### config.mk
export PLATFORM = sky130hd
export DESIGN_NAME = soundex_encoder_flat
export DESIGN_NICKNAME = d
export VERILOG_FILES = /design/src/rtl/core/sdx_pkg.sv /design/src/rtl/core/sdx_if.sv /design/src/rtl/core/soundex_encoder.sv /design/src/rtl/core/sdx_front.sv /design/src/rtl/core/sdx_queue.sv /design/src/rtl/core/sdx_back.sv /design/src/flat_wrapper.sv
export SDC_FILE = /design/constraint.sdc
export NUM_CORES = 1
export LEC_CHECK = 0
export BUFFER_PORTS_ARGS = -buffer_cell sky130_fd_sc_hd__buf_2
export CORE_ASPECT_RATIO = 0.5
export CORE_MARGIN = 3
export CORE_UTILIZATION = 40
export CTS_CLUSTER_DIAMETER = 80
export CTS_CLUSTER_SIZE = 16
export DETAILED_ROUTE_END_ITERATION = 12
export SLEW_MARGIN = 30
export SYNTH_ARGS = -nofsm -noshare
export SYNTH_HDL_FRONTEND = slang
export SYNTH_SLANG_ARGS = --single-unit
### constraint.sdc
create_clock -name clk -period 4.5 [get_ports clk]
set_input_delay 0.45 -clock clk [delete_from_list [all_inputs] [get_ports clk]]
set_output_delay 0.45 -clock clk [all_outputs]
set_load 0.02 [all_outputs]
### src/rtl/core/sdx_pkg.sv
// Package: shared types, constants and letter classification for the Soundex encoder.
`timescale 1ns / 1ps

package sdx_pkg;

    localparam logic [6:0] CHAR_ZERO = 7'd48;
    localparam logic [7:0] CASE_GAP  = 8'd32;
    localparam logic [7:0] CHAR_LO_A = 8'h61;
    localparam logic [7:0] CHAR_LO_Z = 8'h7A;
    localparam logic [7:0] CHAR_UP_A = 8'h41;
    localparam logic [7:0] CHAR_UP_Z = 8'h5A;

    // class of one byte after the front end has looked at it
    typedef enum logic [1:0] {
        KIND_SKIP   = 2'd0,
        KIND_LETTER = 2'd1,
        KIND_STOP   = 2'd2
    } sdx_kind_t;

    // classified item handed from front to back through the queue
    typedef struct packed {
        sdx_kind_t  kind;
        logic [6:0] letter;
        logic [2:0] digit;
        logic       vowel;
        logic       last;
    } sdx_item_t;

    function automatic logic [2:0] letter_digit(input logic [6:0] u);
        logic [2:0] d;
        unique case (u)
            "B", "F", "P", "V":                     d = 3'd1;
            "C", "G", "J", "K", "Q", "S", "X", "Z": d = 3'd2;
            "D", "T":                               d = 3'd3;
            "L":                                    d = 3'd4;
            "M", "N":                               d = 3'd5;
            "R":                                    d = 3'd6;
            default:                                d = 3'd0;
        endcase
        return d;
    endfunction

    function automatic logic is_merge_break(input logic [6:0] u);
        return (u == "A") || (u == "E") || (u == "I") || (u == "O") ||
               (u == "U") || (u == "Y");
    endfunction

endpackage

### src/rtl/core/sdx_if.sv
// Interfaces: valid/ready channels for input bytes and output codes.
`timescale 1ns / 1ps

interface sdx_in_if;
    logic       valid;
    logic       ready;
    logic [7:0] in_char;
    logic       word_end;

    modport source (output valid, output in_char, output word_end, input ready);
    modport sink   (input valid, input in_char, input word_end, output ready);
endinterface

interface sdx_out_if;
    logic       valid;
    logic       ready;
    logic [6:0] lead_char;
    logic [5:0] digit_one;
    logic [5:0] digit_two;
    logic [5:0] digit_three;

    modport source (output valid, output lead_char, output digit_one,
                    output digit_two, output digit_three, input ready);
    modport sink   (input valid, input lead_char, input digit_one,
                    input digit_two, input digit_three, output ready);
endinterface

### src/rtl/core/soundex_encoder.sv
// Top level: American Soundex encoder, one byte per item, one code per word.
//
//  channel    | dir | payload                                        | item
//  -----------+-----+------------------------------------------------+-----------------------
//  word_chan  | in  | in_char[7:0], word_end                         | one byte of a word
//  code_chan  | out | lead_char[6:0], digit_one/two/three[5:0]       | one code per word
//
//  Throughput: one byte per cycle while the queue has room; the front classifies in the
//  cycle of acceptance, the back applies the coding rules to one queued item per cycle,
//  save while a word-closing item waits on a stalled code_chan. A code is registered
//  in the result register when its closing item leaves the queue head.
//  Reset: rst_n clears queue pointers, word state and the result valid at once;
//  no clearing pass.
//  Stalls: a stalled code_chan holds only the next word-closing item in the
//  queue; word_chan sees backpressure once the queue fills (QUEUE_DEPTH items).
`timescale 1ns / 1ps

module soundex_encoder #(
    parameter int QUEUE_DEPTH = 2
) (
    input  logic             clk,
    input  logic             rst_n,
    sdx_in_if.sink           word_chan,
    sdx_out_if.source        code_chan
);
    import sdx_pkg::*;

    sdx_item_t front_item;
    sdx_item_t head_item;
    logic      queue_full;
    logic      queue_valid;
    logic      queue_pop;

    sdx_front u_front (
        .in_char  (word_chan.in_char),
        .word_end (word_chan.word_end),
        .item     (front_item)
    );

    // queue decouples classification from the coding state
    sdx_queue #(
        .DEPTH (QUEUE_DEPTH)
    ) u_queue (
        .clk       (clk),
        .rst_n     (rst_n),
        .push      (word_chan.valid),
        .push_item (front_item),
        .full      (queue_full),
        .pop       (queue_pop),
        .valid     (queue_valid),
        .head      (head_item)
    );

    assign word_chan.ready = !queue_full;

    sdx_back u_back (
        .clk         (clk),
        .rst_n       (rst_n),
        .item_valid  (queue_valid),
        .item        (head_item),
        .pop         (queue_pop),
        .out_valid   (code_chan.valid),
        .out_ready   (code_chan.ready),
        .lead_char   (code_chan.lead_char),
        .digit_one   (code_chan.digit_one),
        .digit_two   (code_chan.digit_two),
        .digit_three (code_chan.digit_three)
    );

endmodule

### src/rtl/core/sdx_front.sv
// Front end: folds case and classifies each input byte into a queue item.
`timescale 1ns / 1ps

module sdx_front (
    input  logic [7:0]        in_char,
    input  logic              word_end,
    output sdx_pkg::sdx_item_t item
);
    import sdx_pkg::*;

    logic [7:0] upper;
    logic       alpha;

    always_comb
    begin
        upper = in_char;
        if (in_char >= CHAR_LO_A && in_char <= CHAR_LO_Z)
        begin
            upper = in_char - CASE_GAP;
        end
        alpha = (upper >= CHAR_UP_A) && (upper <= CHAR_UP_Z);

        item.letter = upper[6:0];
        item.digit  = letter_digit(upper[6:0]);
        item.vowel  = is_merge_break(upper[6:0]);
        item.last   = word_end;
        priority if (in_char == 8'd0)
        begin
            item.kind = KIND_STOP;
        end
        else if (alpha)
        begin
            item.kind = KIND_LETTER;
        end
        else
        begin
            item.kind = KIND_SKIP;
        end
    end

endmodule

### src/rtl/core/sdx_queue.sv
// Queue: short FIFO of classified items between front and back.
`timescale 1ns / 1ps

module sdx_queue #(
    parameter int DEPTH = 2
) (
    input  logic               clk,
    input  logic               rst_n,
    input  logic               push,
    input  sdx_pkg::sdx_item_t push_item,
    output logic               full,
    input  logic               pop,
    output logic               valid,
    output sdx_pkg::sdx_item_t head
);
    import sdx_pkg::*;

    localparam int PTR_W = (DEPTH > 1) ? $clog2(DEPTH) : 1;
    localparam int CNT_W = $clog2(DEPTH + 1);

    sdx_item_t        mem_reg [DEPTH];
    logic [PTR_W-1:0] wr_ptr_reg, wr_ptr_next;
    logic [PTR_W-1:0] rd_ptr_reg, rd_ptr_next;
    logic [CNT_W-1:0] count_reg, count_next;
    logic             do_push, do_pop;

    assign full    = (count_reg == CNT_W'(DEPTH));
    assign valid   = (count_reg != '0);
    assign head    = mem_reg[rd_ptr_reg];
    assign do_push = push && !full;
    assign do_pop  = pop && valid;

    always_comb
    begin
        wr_ptr_next = wr_ptr_reg;
        rd_ptr_next = rd_ptr_reg;
        count_next  = count_reg;
        if (do_push)
        begin
            wr_ptr_next = (wr_ptr_reg == PTR_W'(DEPTH - 1)) ? '0 : wr_ptr_reg + 1'b1;
        end
        if (do_pop)
        begin
            rd_ptr_next = (rd_ptr_reg == PTR_W'(DEPTH - 1)) ? '0 : rd_ptr_reg + 1'b1;
        end
        unique case ({do_push, do_pop})
            2'b10:   count_next = count_reg + 1'b1;
            2'b01:   count_next = count_reg - 1'b1;
            default: count_next = count_reg;
        endcase
    end

    always_ff @(posedge clk or negedge rst_n)
    begin
        if (!rst_n)
        begin
            wr_ptr_reg <= '0;
            rd_ptr_reg <= '0;
            count_reg  <= '0;
        end
        else
        begin
            wr_ptr_reg <= wr_ptr_next;
            rd_ptr_reg <= rd_ptr_next;
            count_reg  <= count_next;
        end
    end

    always_ff @(posedge clk)
    begin
        if (do_push)
        begin
            mem_reg[wr_ptr_reg] <= push_item;
        end
    end

    a_count_bound: assert property (@(posedge clk) disable iff (!rst_n)
        count_reg <= CNT_W'(DEPTH))
        else $error("queue count beyond depth");

    a_count_track: assert property (@(posedge clk) disable iff (!rst_n)
        (do_push && !do_pop) |=> (count_reg == $past(count_reg) + 1'b1))
        else $error("queue count missed a push");

    a_ptr_match: assert property (@(posedge clk) disable iff (!rst_n)
        (count_reg == '0) |-> (wr_ptr_reg == rd_ptr_reg))
        else $error("queue pointers differ while empty");

endmodule

### src/rtl/core/sdx_back.sv
// Back end: runs the Soundex coding rules and holds the result register.
`timescale 1ns / 1ps

module sdx_back (
    input  logic               clk,
    input  logic               rst_n,
    input  logic               item_valid,
    input  sdx_pkg::sdx_item_t item,
    output logic               pop,
    output logic               out_valid,
    input  logic               out_ready,
    output logic [6:0]         lead_char,
    output logic [5:0]         digit_one,
    output logic [5:0]         digit_two,
    output logic [5:0]         digit_three
);
    import sdx_pkg::*;

    logic       seen_letter_reg, seen_letter_next;
    logic [6:0] first_letter_reg, first_letter_next;
    logic [2:0] prev_code_reg, prev_code_next;
    logic [1:0] digits_done_reg, digits_done_next;
    logic [2:0] code_digit_reg [3];
    logic [2:0] code_digit_next [3];
    logic       word_stopped_reg, word_stopped_next;
    logic       out_valid_reg, out_valid_next;
    logic [6:0] lead_char_reg;
    logic [5:0] digit_one_reg, digit_two_reg, digit_three_reg;
    logic       emit;

    // a word-closing item waits only while an unread result still sits here
    assign pop  = item_valid && (!item.last || !out_valid_reg || out_ready);
    assign emit = pop && item.last;

    always_comb
    begin
        seen_letter_next  = seen_letter_reg;
        first_letter_next = first_letter_reg;
        prev_code_next    = prev_code_reg;
        digits_done_next  = digits_done_reg;
        code_digit_next   = code_digit_reg;
        word_stopped_next = word_stopped_reg;

        if (pop && !word_stopped_reg)
        begin
            if (item.kind == KIND_STOP)
            begin
                word_stopped_next = 1'b1;
            end
            else if (item.kind == KIND_LETTER)
            begin
                if (!seen_letter_reg)
                begin
                    seen_letter_next  = 1'b1;
                    first_letter_next = item.letter;
                    prev_code_next    = item.digit;
                end
                else if (digits_done_reg != 2'd3)
                begin
                    if (item.vowel)
                    begin
                        prev_code_next = 3'd0;
                    end
                    else if (item.digit != 3'd0 && item.digit != prev_code_reg)
                    begin
                        code_digit_next[digits_done_reg] = item.digit;
                        digits_done_next = digits_done_reg + 2'd1;
                        prev_code_next   = item.digit;
                    end
                end
            end
        end

        out_valid_next = out_valid_reg;
        if (out_ready)
        begin
            out_valid_next = 1'b0;
        end
        if (emit)
        begin
            out_valid_next = 1'b1;
        end
    end

    always_ff @(posedge clk or negedge rst_n)
    begin
        if (!rst_n)
        begin
            seen_letter_reg  <= 1'b0;
            first_letter_reg <= CHAR_ZERO;
            prev_code_reg    <= 3'd0;
            digits_done_reg  <= 2'd0;
            code_digit_reg   <= '{3'd0, 3'd0, 3'd0};
            word_stopped_reg <= 1'b0;
            out_valid_reg    <= 1'b0;
        end
        else
        begin
            out_valid_reg <= out_valid_next;
            if (emit)
            begin
                // word done: clear the word state for the next one
                seen_letter_reg  <= 1'b0;
                first_letter_reg <= CHAR_ZERO;
                prev_code_reg    <= 3'd0;
                digits_done_reg  <= 2'd0;
                code_digit_reg   <= '{3'd0, 3'd0, 3'd0};
                word_stopped_reg <= 1'b0;
            end
            else
            begin
                seen_letter_reg  <= seen_letter_next;
                first_letter_reg <= first_letter_next;
                prev_code_reg    <= prev_code_next;
                digits_done_reg  <= digits_done_next;
                code_digit_reg   <= code_digit_next;
                word_stopped_reg <= word_stopped_next;
            end
        end
    end

    always_ff @(posedge clk)
    begin
        if (emit)
        begin
            lead_char_reg   <= seen_letter_next ? first_letter_next : CHAR_ZERO;
            digit_one_reg   <= CHAR_ZERO[5:0] + {3'd0, code_digit_next[0]};
            digit_two_reg   <= CHAR_ZERO[5:0] + {3'd0, code_digit_next[1]};
            digit_three_reg <= CHAR_ZERO[5:0] + {3'd0, code_digit_next[2]};
        end
    end

    assign out_valid   = out_valid_reg;
    assign lead_char   = lead_char_reg;
    assign digit_one   = digit_one_reg;
    assign digit_two   = digit_two_reg;
    assign digit_three = digit_three_reg;

    a_emit_shows: assert property (@(posedge clk) disable iff (!rst_n)
        emit |=> out_valid_reg)
        else $error("closing item did not raise a result");

    a_emit_clears: assert property (@(posedge clk) disable iff (!rst_n)
        emit |=> (!seen_letter_reg && digits_done_reg == 2'd0 && !word_stopped_reg))
        else $error("word state not cleared after result");

    a_no_digit_early: assert property (@(posedge clk) disable iff (!rst_n)
        !seen_letter_reg |-> (digits_done_reg == 2'd0))
        else $error("code digit before first letter");

    a_no_overwrite: assert property (@(posedge clk) disable iff (!rst_n)
        (out_valid_reg && !out_ready) |-> !emit)
        else $error("result overwritten while stalled");

endmodule
### src/flat_wrapper.sv
// flat-port wrapper written by rule: the top's interface ports become plain ports
module soundex_encoder_flat import sdx_pkg::*;
#(
    parameter int QUEUE_DEPTH = 2
)
  (clk, rst_n, word_chan_valid, word_chan_in_char, word_chan_word_end, word_chan_ready, code_chan_valid, code_chan_lead_char, code_chan_digit_one, code_chan_digit_two, code_chan_digit_three, code_chan_ready);
  sdx_in_if word_chan_i ();
  sdx_out_if code_chan_i ();
  input  logic clk;
  input  logic rst_n;
  input wire logic [$bits(word_chan_i.valid)-1:0] word_chan_valid;
  input wire logic [$bits(word_chan_i.in_char)-1:0] word_chan_in_char;
  input wire logic [$bits(word_chan_i.word_end)-1:0] word_chan_word_end;
  output wire logic [$bits(word_chan_i.ready)-1:0] word_chan_ready;
  output wire logic [$bits(code_chan_i.valid)-1:0] code_chan_valid;
  output wire logic [$bits(code_chan_i.lead_char)-1:0] code_chan_lead_char;
  output wire logic [$bits(code_chan_i.digit_one)-1:0] code_chan_digit_one;
  output wire logic [$bits(code_chan_i.digit_two)-1:0] code_chan_digit_two;
  output wire logic [$bits(code_chan_i.digit_three)-1:0] code_chan_digit_three;
  input wire logic [$bits(code_chan_i.ready)-1:0] code_chan_ready;
  assign word_chan_i.valid = word_chan_valid;
  assign word_chan_i.in_char = word_chan_in_char;
  assign word_chan_i.word_end = word_chan_word_end;
  assign word_chan_ready = word_chan_i.ready;
  assign code_chan_valid = code_chan_i.valid;
  assign code_chan_lead_char = code_chan_i.lead_char;
  assign code_chan_digit_one = code_chan_i.digit_one;
  assign code_chan_digit_two = code_chan_i.digit_two;
  assign code_chan_digit_three = code_chan_i.digit_three;
  assign code_chan_i.ready = code_chan_ready;
  soundex_encoder #(.QUEUE_DEPTH(QUEUE_DEPTH)) u_core (.clk(clk), .rst_n(rst_n), .word_chan(word_chan_i), .code_chan(code_chan_i));
endmodule
==> summary.txt <==
Critical path
  • Worst Setup Start Kind: flop
  • Worst Setup EP: u_core.u_back.prev_code_reg[2]
  • Setup CP Type: flop to flop
  • Reg2Reg Depth: 6
  • Top fanout value on the critical path: 20
  • Worst Setup End Kind: flop
  • RR Endpoint: u_core.u_back.prev_code_reg[2]
  • Reg2Reg Launch Point: u_core.u_queue.rd_ptr_reg
  • WP data arrival: 3440 ps
  • R2R Setup Slk: 1300 ps
  • Worst Path Required: 4740 ps
  • Crit path from: u_core.u_queue.rd_ptr_reg

Yosys
  • Dominant cell type by area after synthesis: edfxtp_1
  • Post-Synthesis Cells: 297
  • Syn avg cell area: 11.9 sq um
  • Synth async-reset ratio: 0.389
  • Seq/Total Area, Yosys: 0.574
  • Synth top area share: 0.375
  • Yosys warns: 0
  • Post-synth EDFFs: 44
  • FF+latch count, synth: 72
  • Mapped Area: 3520 sq um
  • Main flop type after synthesis: edfxtp_1
  • Yosys cell types: 48
  • Ranking of synthesized cells by area: edfxtp_1, dfrtp_1, mux2i_1, mux2_2, nand2_1

Timing
  • Period utilization: 0.711
  • Clk_skew: 8.13 ps
  • Final setup violation count: 0
  • Final min period: 3200 ps
  • F_max: 313 MHz
  • Max Slew Vio Count: 0
  • Worst-Margin Slew: 876 ps
  • Worst rel slew slack: 0.416
  • Setup_tns: 0 ps
  • RSZ-0062 raised after global routing: no
  • Worst Setup Slack, final: 1300 ps
  • Final hold viol count: 0

Power and ir drop
  • Leakage power total: 1.69 nW
  • Power density cells: 651 nW/um^2
  • Maximum vdd drop: 242 uV

CTS
  • Max H-tree Level: 3
  • CTS max path bufs: 2
  • Number of CTS-inserted buffers: 9
  • Root buffer cell: clkbuf_16
  • Insertion delay to the later sink of the worst-skew pair: 330 ps
  • TritonCTS sink count: 72
  • Hold_buf cts: 0
  • CTS tree: yes
  • Cts repair resizes: 0
  • Post-CTS setup buffers: 0
  • Clock transition at path regs: 60 ps

Floorplan
  • Row count: 23
  • Core area: 8290 sq um
  • I/O pin count: 40
  • Die Span Y: 72.4 um
  • Initial core utilization: 0.425
  • Die Wd: 139 um
  • Die area: 10,000 sq um

Flow run
  • Max cap viols: 0

Layout
  • Fin nets: 344
  • Antenna Diode Count: 0
  • Layout cell share with drive strength beyond 1: 0.227
  • Filler instances: 746
  • Area grow syn2layout: 15.9%
  • Number of flip-flops in the largest register: 28

Placement
  • Placer Congestion: 0.913
  • Pre-CTS WS: 1280 ps
  • Post-DP HPWL: 4790 um
  • I/O Buffers: 30

Outcome
  • Outcome: finished, final reports clean

Hold path
  • HP Class: input port to asynchronous set/reset pin

Global route
  • Largest net degree at the start of global routing: 29
  • Initial antenna violation count: 0
  • GRT Overall Usage: 0.143
  • First-pass GRT wire length: 11,500 um
  • Vias in the first global route: 2,317
  • Overflow after GRT: 0

Route
  • DRC: 0
  • DRT Pass-1 Iters: 5
  • Vias per inst: 5.22
  • Final wirelength: 6730 um
  • Via count: 2,308
  • First-iteration detailed-routing DRC count: 74
  • Antenna Nets Post-Route: 0
  • Drt wl/cell: 15.2 um
[cell type report]
cell class | instances | area [sq um] | share of cell area
Timing Repair Buffer | 31 | 158 | 0.0386
Clock inverter | 7 | 125 | 0.0306
Inverter | 11 | 41.3 | 0.0101
Sequential cell | 72 | 2020 | 0.496
Tap cell | 112 | 140 | 0.0343
Clock buffer | 9 | 225 | 0.0551
Multi-Input combinational cell | 200 | 1370 | 0.336
[metal layers]
| layer | up-vias | global-route usage | part of all wire |
|---|---|---|---|
| met1 | 1121 | 0.183 | 0.48 |
| met5 | - | 0 | 0 |
| li1 | 1132 | - | - |
| met4 | 0 | 0.0499 | 0.0040 |
| met3 | 4 | 0.0395 | 0.036 |
| met2 | 51 | 0.241 | 0.48 |
[critical path, stage by stage (launching register included)]
cell     delay (ps)
dfrtp_1         910
mux2i_1         410
or3_1           580
inv_1           470
nor4b_1         360
a31oi_1         180
o22ai_1         200
[power by group]
part / switching [mW] / total (mW) / internal [mW]
Combinational: 0.503 / 0.784 / 0.281
Sequential: 0.130 / 1.05 / 0.923
Clock: 0.275 / 0.823 / 0.548
[synth_stat cells, types with 5 or more instances]
cell / count
edfxtp_1: 44
nand2_1: 34
dfrtp_1: 26
mux2i_1: 21
nor2_1: 21
o21ai_0: 13
mux2_2: 12
inv_1: 11
buf_4: 10
a21oi_1: 9
clkbuf_1: 8
a211oi_1: 6
ha_1: 6
a31oi_1: 5
o22ai_1: 5
xnor2_1: 5
[layout by cell type (no fill, tap or decap), types with 5 or more instances in the layout]
cell	netlist	layout
edfxtp_1	44	44
nand2_1	34	34
buf_2	0	30
dfrtp_1	26	26
mux2i_1	21	21
nor2_1	21	20
o21ai_0	13	13
mux2_2	12	12
inv_1	11	11
a21oi_1	9	9
conb_1	2	9
clkbuf_16	0	9
a211oi_1	6	6
ha_1	6	6
o22ai_1	5	5
a31oi_1	5	5
xnor2_1	5	5
[worst min path at each step]
stage	end	cells past startpoint	slack (ps)
after CTS	u_core.u_back.first_letter_reg[2]	1	160
after global routing	u_core.u_queue.wr_ptr_reg	1	200
after detailed placement	u_core.u_queue.wr_ptr_reg	1	500
final	u_core.u_queue.wr_ptr_reg	1	150
after global placement	u_core.u_queue.wr_ptr_reg	1	480
after floorplan	u_core.u_back.code_digit_reg[0]	0	150
[cells by family (layout without fill, tap and decap cells)]
kind of cell	Yosys count	count (layout)	share of synthesized area
AOI/OAI and AO/OA	52	52	0.0987
xor gates and xnor gates	8	8	0.0199
adders and majority gates	6	6	0.0213
buffers and inverters	32	58	0.0447
DFF	72	72	0.574
muxes	34	34	0.102
other	2	9	0.00213
and+or+nand+nor	91	91	0.137
[per-stage QoR]
step | power [mW] | std cells | hold slack (ps) | util | area [sq um]
final | 2.66 | 442 | 151 | 0.493 | 4090
after global routing | 2.81 | 442 | 200 | 0.493 | 4090
after CTS | 2.69 | 442 | 160 | 0.493 | 4090
after detailed placement | 1.85 | 426 | 505 | 0.451 | 3730
after global placement | 1.81 | 426 | 477 | 0.450 | 3730
after floorplan | 1.64 | 304 | 154 | - | 3550
Note: power is estimated with default switching activity, not from simulation.
